==> src/rtl/ncf_pkg.sv <==
package ncf_pkg;

    // Characters of the sentence frame.
    localparam logic [7:0] CH_DOLLAR = 8'h24;
    localparam logic [7:0] CH_P      = 8'h50;
    localparam logic [7:0] CH_M      = 8'h4D;
    localparam logic [7:0] CH_T      = 8'h54;
    localparam logic [7:0] CH_K      = 8'h4B;
    localparam logic [7:0] CH_STAR   = 8'h2A;
    localparam logic [7:0] CH_CR     = 8'h0D;
    localparam logic [7:0] CH_LF     = 8'h0A;

    // Checksum of the prefix characters that follow the dollar sign.
    localparam logic [7:0] PREFIX_CSUM = CH_P ^ CH_M ^ CH_T ^ CH_K;

    typedef struct packed {
        logic [7:0] body_byte;
        logic       has_byte;
        logic       last_byte;
    } in_item_t;

    typedef struct packed {
        logic [7:0] out_char;
        logic       sentence_end;
    } out_item_t;

    // One classified item as it waits between the front and the back.
    typedef struct packed {
        logic       prefix;
        logic       has_byte;
        logic       last_byte;
        logic [7:0] body_byte;
        logic [7:0] csum;
    } cmd_t;

    // Upper-case hexadecimal character for one nibble.
    function automatic logic [7:0] hex_digit(input logic [3:0] nib);
        logic [7:0] wide;
        wide = {4'h0, nib};
        return (nib < 4'd10) ? (8'h30 + wide) : (8'h37 + wide);
    endfunction

endpackage

==> src/rtl/ncf_front.sv <==
module ncf_front
    import ncf_pkg::*;
(
    input  logic     clk,
    input  logic     rst_n,
    input  logic     accept,
    input  in_item_t item,
    output logic     cmd_valid,
    output cmd_t     cmd
);

    logic       open_reg;
    logic       open_next;
    logic [7:0] csum_reg;
    logic [7:0] csum_next;
    logic [7:0] csum_base;
    logic [7:0] csum_new;

    // A fresh sentence starts its checksum from the prefix characters.
    assign csum_base = open_reg ? csum_reg : PREFIX_CSUM;
    assign csum_new  = item.has_byte ? (csum_base ^ item.body_byte) : csum_base;

    always_comb
    begin
        cmd.prefix    = !open_reg;
        cmd.has_byte  = item.has_byte;
        cmd.last_byte = item.last_byte;
        cmd.body_byte = item.body_byte;
        cmd.csum      = csum_new;
        // An empty item inside an open sentence produces nothing at all.
        cmd_valid = accept && (!open_reg || item.has_byte || item.last_byte);
    end

    always_comb
    begin
        open_next = open_reg;
        csum_next = csum_reg;
        if (accept)
        begin
            open_next = !item.last_byte;
            csum_next = item.last_byte ? 8'h00 : csum_new;
        end
    end

    always_ff @(posedge clk or negedge rst_n)
    begin
        if (!rst_n)
        begin
            open_reg <= 1'b0;
            csum_reg <= 8'h00;
        end
        else
        begin
            open_reg <= open_next;
            csum_reg <= csum_next;
        end
    end

endmodule

==> src/rtl/ncf_cmd_fifo.sv <==
module ncf_cmd_fifo
    import ncf_pkg::*;
#(
    parameter int DEPTH = 4
)
(
    input  logic clk,
    input  logic rst_n,
    input  logic wr_en,
    input  cmd_t wr_data,
    input  logic rd_en,
    output cmd_t rd_data,
    output logic full,
    output logic empty
);

    localparam int PTR_W = $clog2(DEPTH);
    localparam int CNT_W = $clog2(DEPTH + 1);

    cmd_t             mem_reg [DEPTH];
    logic [PTR_W-1:0] wr_ptr_reg;
    logic [PTR_W-1:0] wr_ptr_next;
    logic [PTR_W-1:0] rd_ptr_reg;
    logic [PTR_W-1:0] rd_ptr_next;
    logic [CNT_W-1:0] count_reg;
    logic [CNT_W-1:0] count_next;
    logic             do_wr;
    logic             do_rd;

    assign full    = (count_reg == CNT_W'(DEPTH));
    assign empty   = (count_reg == '0);
    assign rd_data = mem_reg[rd_ptr_reg];
    assign do_wr   = wr_en && !full;
    assign do_rd   = rd_en && !empty;

    always_comb
    begin
        wr_ptr_next = wr_ptr_reg;
        rd_ptr_next = rd_ptr_reg;
        count_next  = count_reg;
        if (do_wr)
        begin
            wr_ptr_next = (wr_ptr_reg == PTR_W'(DEPTH - 1)) ? '0 : wr_ptr_reg + 1'b1;
        end
        if (do_rd)
        begin
            rd_ptr_next = (rd_ptr_reg == PTR_W'(DEPTH - 1)) ? '0 : rd_ptr_reg + 1'b1;
        end
        if (do_wr && !do_rd)
        begin
            count_next = count_reg + 1'b1;
        end
        else if (do_rd && !do_wr)
        begin
            count_next = count_reg - 1'b1;
        end
    end

    always_ff @(posedge clk or negedge rst_n)
    begin
        if (!rst_n)
        begin
            wr_ptr_reg <= '0;
            rd_ptr_reg <= '0;
            count_reg  <= '0;
        end
        else
        begin
            wr_ptr_reg <= wr_ptr_next;
            rd_ptr_reg <= rd_ptr_next;
            count_reg  <= count_next;
        end
    end

    always_ff @(posedge clk)
    begin
        if (do_wr)
        begin
            mem_reg[wr_ptr_reg] <= wr_data;
        end
    end

endmodule

==> src/rtl/ncf_back.sv <==
module ncf_back
    import ncf_pkg::*;
(
    input  logic      clk,
    input  logic      rst_n,
    input  logic      head_valid,
    input  cmd_t      head,
    output logic      head_done,
    input  logic      pop,
    output logic      empty,
    output out_item_t result
);

    typedef enum logic [3:0] {
        PH_DOLLAR,
        PH_P,
        PH_M,
        PH_T,
        PH_K,
        PH_BODY,
        PH_STAR,
        PH_HI,
        PH_LO,
        PH_CR,
        PH_LF
    } phase_t;

    phase_t     phase_reg;
    phase_t     first_phase;
    phase_t     cur_phase;
    phase_t     nxt_phase;
    logic       busy_reg;
    logic       last_step;
    logic       advance;
    logic [7:0] char_now;
    out_item_t  out_reg;
    logic       out_valid_reg;

    assign first_phase = head.prefix ? PH_DOLLAR : (head.has_byte ? PH_BODY : PH_STAR);
    assign cur_phase   = busy_reg ? phase_reg : first_phase;
    assign advance     = head_valid && (!out_valid_reg || pop);
    assign head_done   = advance && last_step;
    assign empty       = !out_valid_reg;
    assign result      = out_reg;

    always_comb
    begin
        char_now  = CH_LF;
        nxt_phase = PH_DOLLAR;
        last_step = 1'b1;
        case (cur_phase)
            PH_DOLLAR:
            begin
                char_now  = CH_DOLLAR;
                nxt_phase = PH_P;
                last_step = 1'b0;
            end
            PH_P:
            begin
                char_now  = CH_P;
                nxt_phase = PH_M;
                last_step = 1'b0;
            end
            PH_M:
            begin
                char_now  = CH_M;
                nxt_phase = PH_T;
                last_step = 1'b0;
            end
            PH_T:
            begin
                char_now  = CH_T;
                nxt_phase = PH_K;
                last_step = 1'b0;
            end
            PH_K:
            begin
                char_now  = CH_K;
                nxt_phase = head.has_byte ? PH_BODY : PH_STAR;
                last_step = !head.has_byte && !head.last_byte;
            end
            PH_BODY:
            begin
                char_now  = head.body_byte;
                nxt_phase = PH_STAR;
                last_step = !head.last_byte;
            end
            PH_STAR:
            begin
                char_now  = CH_STAR;
                nxt_phase = PH_HI;
                last_step = 1'b0;
            end
            PH_HI:
            begin
                char_now  = hex_digit(head.csum[7:4]);
                nxt_phase = PH_LO;
                last_step = 1'b0;
            end
            PH_LO:
            begin
                char_now  = hex_digit(head.csum[3:0]);
                nxt_phase = PH_CR;
                last_step = 1'b0;
            end
            PH_CR:
            begin
                char_now  = CH_CR;
                nxt_phase = PH_LF;
                last_step = 1'b0;
            end
            PH_LF:
            begin
                char_now  = CH_LF;
                nxt_phase = PH_DOLLAR;
                last_step = 1'b1;
            end
            default:
            begin
                char_now  = CH_LF;
                nxt_phase = PH_DOLLAR;
                last_step = 1'b1;
            end
        endcase
    end

    always_ff @(posedge clk or negedge rst_n)
    begin
        if (!rst_n)
        begin
            phase_reg     <= PH_DOLLAR;
            busy_reg      <= 1'b0;
            out_valid_reg <= 1'b0;
            out_reg       <= '0;
        end
        else if (advance)
        begin
            out_reg.out_char     <= char_now;
            out_reg.sentence_end <= (cur_phase == PH_LF);
            out_valid_reg        <= 1'b1;
            busy_reg             <= !last_step;
            phase_reg            <= nxt_phase;
        end
        else if (pop)
        begin
            out_valid_reg <= 1'b0;
        end
    end

endmodule

==> src/rtl/nmea_command_framer_top.sv <==
// Accepted items enter the command queue and reach the result ports through the result register.
// Throughput: one item per cycle while items carry only a body byte and no result waits; the
// back sequencer emits one character per cycle unless a result waits, so the five-character
// prefix and suffix bursts drain at that rate and full rises only once the command queue of
// QUEUE_DEPTH entries has filled up. Reset: rst_n is asynchronous and active low; it closes
// any open sentence, clears the checksum and empties the command queue and result register.
module nmea_command_framer_top
    import ncf_pkg::*;
#(
    parameter int QUEUE_DEPTH = 4
)
(
    input  logic      clk,
    input  logic      rst_n,
    input  logic      push,
    output logic      full,
    input  in_item_t  item,
    input  logic      pop,
    output logic      empty,
    output out_item_t result
);

    // The front half classifies every accepted item: it decides whether the item opens a
    // sentence (and so needs the prefix), keeps the running checksum, and hands the back
    // half the running checksum together with the body byte and the closing flag. An empty
    // item inside an open sentence leaves nothing in the queue.
    logic front_accept;
    logic cmd_valid;
    cmd_t cmd;

    // Between the halves sits a short queue of classified items so that a long prefix or
    // suffix burst in the back does not stall the input until the queue runs full.
    cmd_t head;
    logic queue_empty;
    logic head_done;

    assign front_accept = push && !full;

    ncf_front u_front (
        .clk       (clk),
        .rst_n     (rst_n),
        .accept    (front_accept),
        .item      (item),
        .cmd_valid (cmd_valid),
        .cmd       (cmd)
    );

    ncf_cmd_fifo #(
        .DEPTH (QUEUE_DEPTH)
    ) u_queue (
        .clk     (clk),
        .rst_n   (rst_n),
        .wr_en   (cmd_valid),
        .wr_data (cmd),
        .rd_en   (head_done),
        .rd_data (head),
        .full    (full),
        .empty   (queue_empty)
    );

    // The back half walks each queued item through its characters into a result register, one
    // per cycle while it may move on. It moves on whenever the register is free or is being
    // popped, so a waiting result holds up the front half only once the queue has run full.
    ncf_back u_back (
        .clk        (clk),
        .rst_n      (rst_n),
        .head_valid (!queue_empty),
        .head       (head),
        .head_done  (head_done),
        .pop        (pop),
        .empty      (empty),
        .result     (result)
    );

endmodule

==> config.mk <==
export PLATFORM = sky130hd
export DESIGN_NAME = nmea_command_framer_top
export DESIGN_NICKNAME = d
export VERILOG_FILES = /design/src/rtl/ncf_pkg.sv /design/src/rtl/ncf_front.sv /design/src/rtl/ncf_cmd_fifo.sv /design/src/rtl/ncf_back.sv /design/src/rtl/nmea_command_framer_top.sv
export SDC_FILE = /design/constraint.sdc
export NUM_CORES = 1
export LEC_CHECK = 0
export BUFFER_PORTS_ARGS = -buffer_cell sky130_fd_sc_hd__buf_2
export CAP_MARGIN = 20
export CORE_MARGIN = 8
export CORE_UTILIZATION = 55
export DETAILED_ROUTE_END_ITERATION = 7
export PLACE_DENSITY_LB_ADDON = 0.3
export SETUP_SLACK_MARGIN = 0.5
export SYNTH_ARGS = -nofsm -noshare
export SYNTH_HDL_FRONTEND = slang
export SYNTH_HIERARCHICAL = 1
export SYNTH_SLANG_ARGS = --single-unit
==> constraint.sdc <==
create_clock -name clk -period 3.8 [get_ports clk]
set_input_delay 0.76 -clock clk [delete_from_list [all_inputs] [get_ports clk]]
set_output_delay 0.76 -clock clk [all_outputs]
set_load 0.02 [all_outputs]
# Word level (Yosys, flattened, before mapping)
# Memories as Yosys holds them, arrays and structs flattened.
# Index checks and enable logic that the tools add are counted.
[word_totals] register_bits=31 mem_bits_rw=76 in_bits=14 output_inout_bits=11 elab_cells=81 n_memories=1
[classes] addsub=8 magnitude_cmp=2 eq_ne=13 n_mux=19 bitwise_logic=1 reduce_logical=27
[memory_table] name="u_queue.mem_reg" depth=4 width=19 read_ports=1 rd_ports_with_merged_regs=0 write_ports=1 line_no="ncf_cmd_fifo.sv:20" rtl="cmd_t mem_reg [DEPTH];"
[ops] cell="one-hot mux 8 bit (10 select lines)" count=1
[ops] cell="two-way mux 8 bit" count=5
[ops] cell="one-hot mux 4 bit (10 select lines)" count=1
[ops] cell="adder 6 x 4 -> 7 bit (first input constant)" count=4
[ops] cell="== test 4 x 3 -> 1 bit (second input constant)" count=4
[ops] cell="== test 4 bit (second input constant)" count=3
[ops] cell="logical NOT 1 bit" count=10
[ops] cell="logical AND 1 bit" count=9
[ops] cell="two-way mux 3 bit" count=3
[ops] cell="== test 4 x 2 -> 1 bit (second input constant)" count=2
[ops] cell="< comparator 4 bit (second input constant)" count=2
[ops] cell="OR reduction 8 bit" count=1
[ops] cell="bitwise XOR 8 bit" count=1
[ops] cell="two-way mux 2 bit" count=3
[ops] cell="adder 2 x 1 -> 2 bit (second input constant)" count=2
[ops] cell="== test 2 bit (second input constant)" count=2
[ops] cell="== test 4 x 1 -> 1 bit (second input constant)" count=1
[ops] cell="logical NOT 4 bit" count=1
[ops] cell="two-way mux 1 bit" count=4
[ops] cell="two-way mux 4 bit" count=1
[ops] cell="nonzero test 2 bit" count=2
[ops] cell="adder 3 x 1 -> 3 bit (second input constant)" count=1
[ops] cell="== test 3 bit (second input constant)" count=1
[ops] cell="logical NOT 3 bit" count=1
[ops] cell="other kinds (3)" count=5

# Depth between registers and ports, before layout
# An unclocked memory read counts as a cell.
[depth] ltp_word=12 ltp_mapped=14 depth_no_buf=12

# Hierarchy
# The synthesis kept the hierarchy.
[modules_own_cells] mod="ncf_cmd_fifo" n_inst=1 cells_per_inst=136 area_per_inst_um2=3178.0 seq_area_each_um2=2457.4
[modules_own_cells] mod="ncf_back" n_inst=1 cells_per_inst=165 area_per_inst_um2=1363.8 seq_area_each_um2=375.4
[modules_own_cells] mod="ncf_front" n_inst=1 cells_per_inst=89 area_per_inst_um2=738.2 seq_area_each_um2=225.2
[modules_own_cells] mod="nmea_command_framer_top" n_inst=1 cells_per_inst=2 area_per_inst_um2=17.5 seq_area_each_um2=0.0

# Worst setup path after synthesis
# Ideal clock, no wire load.
[synth_timing] path_kind="register -> register" start="register u_queue.rd_ptr_reg[0]" end="register u_queue.count_reg[2]" setup_time_ps=79 t_arrival_ps=2987 required_ps=3721 slack_ps=734 path_stages_with_launch=15 path_buffers=2 period_less_slack_ps=3066 cell_sequence="dfrtp_1 -> buf_2 -> mux4_2 -> buf_4 -> or3b_4 -> o21ai_1 -> a21oi_1 -> nor2_1 -> o31ai_2 -> ha_1 -> inv_1 -> fa_1 -> xor2_1 -> nor2_1 -> xor2_1"
[synth_lines] item="from (decl)" line_no="ncf_cmd_fifo.sv:23" rtl="logic [PTR_W-1:0] rd_ptr_reg;"
[synth_lines] item="from (signal assigned)" line_no="ncf_cmd_fifo.sv:70" rtl="rd_ptr_reg <= rd_ptr_next;"
[synth_lines] item="to (signal assigned)" line_no="ncf_cmd_fifo.sv:71" rtl="count_reg <= count_next;"
[synth_lines] item="to (decl)" line_no="ncf_cmd_fifo.sv:25" rtl="logic [CNT_W-1:0] count_reg;"

==> reports/metrics.cfg <==
[outcome]
status = finished clean

[placement]
dp_slack_ns = 0.6968
place.port_buffers = 24
gp_congestion = 0.9259
dp_hpwl_um = 7433

[floorplan]
coreArea_um2 = 9549
die_area_um2 = 13030
die_w_um = 114.1
start_util = 0.5548
rows = 36
die_h_um = 114.1
ios = 25

[route]
drtPass1Iterations = 4
wirelength_um = 10370
viasPerCell = 6.000
wl_per_cell_um = 19.24
antenna_left = 0
drc_errors = 0
drt_iter0_drc = 161
vias = 3234

[timing]
rsz0062_at_grt = false
min_period_over_period = 0.7990
fmax_mhz = 329.3
worst_slew_pin_slew_ns = 0.7744
hold_viol = 0
slew_headroom = 0.4837
fin_ws_ns = 0.7637
setup_viol = 0
fin_tns_setup_ns = 0
final_max_slew_viol_count = 0
clock_skew_ns = 0.01392
min_period_ns = 3.036

[power_and_ir_drop]
p_leak_nw = 2.088
p_sw_mw = 1.658
power_frac_clock = 0.156
internal_power_mw = 2.687
peakVddDrop_v = 0.0003745
p_per_area_nw_per_um2 = 775.1
combPwrFrac = 0.409
p_seq_frac = 0.435
sw_frac_of_total = 0.3816

[setup_path]
crit_required_ns = 4.09
r2r_slack_ns = 0.76
r2r_start = u_queue/rd_ptr_reg[1]$_DFFE_PN0P_
end_kind = flip-flop
crit_type = flip-flop to flip-flop
critPathArrivalTime_ns = 3.32
r2r-end = u_queue/count_reg[2]$_DFFE_PN0P_
crit_path_start_kind = flip-flop
critPathMaxFanout = 11
r2r_cells = 12

[cts]
root_buffer = clkbuf_8
cts_resized = 0
insertion_delay_ns = 0.35
cts_hold_buf = 0
htreeDepth = 3
max-clock-path-buffers = 2
cts_made_buffers = 9
cts.sinks = 107
path_clk_slew_ns = 0.10
cts_tree = done
postCtsSetupRepairBufs = 0

[cells_and_area]
drive_above_1_share = 0.2118
syn2layout_area_growth_pct = 5.834
nNetsFinal = 424
antennaDiodeCount = 0
largest_reg_flops = 76
post-route-util = 0.5871

[synthesis]
synth-edff-count = 76
ys_seq_area_frac = 0.5772
synth.area.top_cells = edfxtp_1 (43%), dfrtp_1 (15%), mux4_2 (8.1%), buf_4 (2.4%), nand2_1 (2.0%)
synth_cell_types = 71
syn_avg_cell_area_um2 = 13.51
synth.most_common_cell = edfxtp_1
syn_nets = 415
synth_common_cells = edfxtp_1 (76), dfrtp_1 (31), nand2_1 (28)
yosysWarnings = 6
syn-instance-count = 392
syn_area_um2 = 5298
synth_top_area_frac = 0.4308
ys.flop_type = edfxtp_1
synthArstFlopShare = 0.2897
synth_top_cell_by_area = edfxtp_1
synth-seq-cells = 107

[global_routing]
grt_usage = 0.1669
first_global_vias = 3332
antenna_found_initial = 0
grt_remaining_overflow = 0
grt_pass1_wl_um = 16820
grt_max_degree = 32

[worst_hold_path]
hold_path_class = primary input to asynchronous set/reset pin

[run]
cap_violations = 0

## worst max-delay path: stages, from the launching register on
cell and delay, ns:
dfrtp_1 0.63, mux4_2 0.48, or3b_4 0.30, o21ai_1 0.09, a21oi_1 0.20, nor2_1 0.07
o31ai_2 0.11, ha_1 0.26, inv_1 0.06, fa_1 0.37, xor2_1 0.15, nor2_1 0.11
xor2_1 0.15
## power by group through the flow
| stage | Combinational, mW | Clock [mW] | Sequential (mW) |
|---|---|---|---|
| finish | 1.78 | 0.676 | 1.89 |
| floorplan | 1.47 | 0 | 1.80 |
| CTS | 1.78 | 0.698 | 1.89 |
| global placement | 1.74 | 0 | 1.90 |
| detailed placement | 1.77 | 0 | 1.91 |
| global route | 1.95 | 0.738 | 1.94 |
## worst max-delay path by stage
stage	startpoint	end	slack, ns
global route	u_queue/rd_ptr_reg[1]$_DFFE_PN0P_	u_queue/count_reg[2]$_DFFE_PN0P_	0.56
CTS	u_queue/rd_ptr_reg[0]$_DFFE_PN0P_	u_queue/count_reg[2]$_DFFE_PN0P_	0.68
global placement	u_queue/rd_ptr_reg[0]$_DFFE_PN0P_	u_queue/count_reg[1]$_DFFE_PN0P_	0.80
finish	u_queue/rd_ptr_reg[1]$_DFFE_PN0P_	u_queue/count_reg[2]$_DFFE_PN0P_	0.76
detailed placement	u_queue/rd_ptr_reg[0]$_DFFE_PN0P_	u_queue/count_reg[1]$_DFFE_PN0P_	0.70
floorplan	u_queue/rd_ptr_reg[0]$_DFFE_PN0P_	u_queue/count_reg[2]$_DFFE_PN0P_	0.73
## through the flow
stage	power, mW	instances	cell area, µm²	hold WS [ns]
after floorplan	3.265	392	5298	0.4642
after global placement	3.637	523	5410	0.4724
after detailed placement	3.682	523	5410	0.4742
after CTS	4.361	539	5605	0.4749
after global routing	4.625	539	5607	0.5152
final	4.346	539	5607	0.4585
## layout by cell type, fill, tap and decap left out, drive strengths merged, types with 2 or more instances in the layout
cell type | Yosys | final
clkinv | 0 | 3
and2 | 7 | 7
nor3 | 4 | 4
o211a | 2 | 2
o31ai | 2 | 2
dfrtp | 31 | 31
or3b | 3 | 3
o221ai | 9 | 9
a21oi | 13 | 13
xor2 | 3 | 3
nand4b | 2 | 2
o32ai | 2 | 2
or2 | 2 | 2
mux2 | 5 | 5
nor2 | 10 | 10
mux4 | 19 | 19
o21ai | 17 | 17
o211ai | 4 | 4
nand3b | 2 | 2
xnor2 | 5 | 5
nand2b | 8 | 8
a31oi | 4 | 4
mux2i | 2 | 2
nand2 | 30 | 30
a2111o | 7 | 7
inv | 20 | 20
o31a | 2 | 2
a211oi | 2 | 2
and4b | 2 | 2
a32oi | 2 | 2
clkbuf | 3 | 11
nor2b | 6 | 6
buf | 30 | 31
ha | 8 | 8
edfxtp | 76 | 76
a21o | 9 | 9
and3 | 2 | 2
nand3 | 17 | 17
a41oi | 2 | 2
## routing by layer
metal,vias up,GRT usage,wire length [µm]
met5,-,0,0
met3,28,0.02954,552
li1,1517,-,-
met4,0,0.1012,354
met1,1579,0.2076,4560
met2,110,0.2674,4901
## layout make-up
class / instances / area, µm²
tap: 133 / 166.4
fill: 770 / 3943
multi-input combinational: 232 / 1938
timing repair buffer: 31 / 172.7
clock inverter: 5 / 63.81
clock buffer: 11 / 131.4
sequential: 107 / 3059
inverter: 20 / 75.07
## cells by family after synthesis
kind of cell	Yosys count	share of synthesized area
flip-flops	107	0.5772
multiplexers	26	0.09660
buffers and inverters	53	0.05692
AND/OR/NAND/NOR	101	0.1098
adder cells (fa/ha/maj)	9	0.02267
XOR/XNOR	8	0.01323
AO/OA/AOI/OAI	88	0.1235
Note: power is estimated with default switching activity, not from simulation.
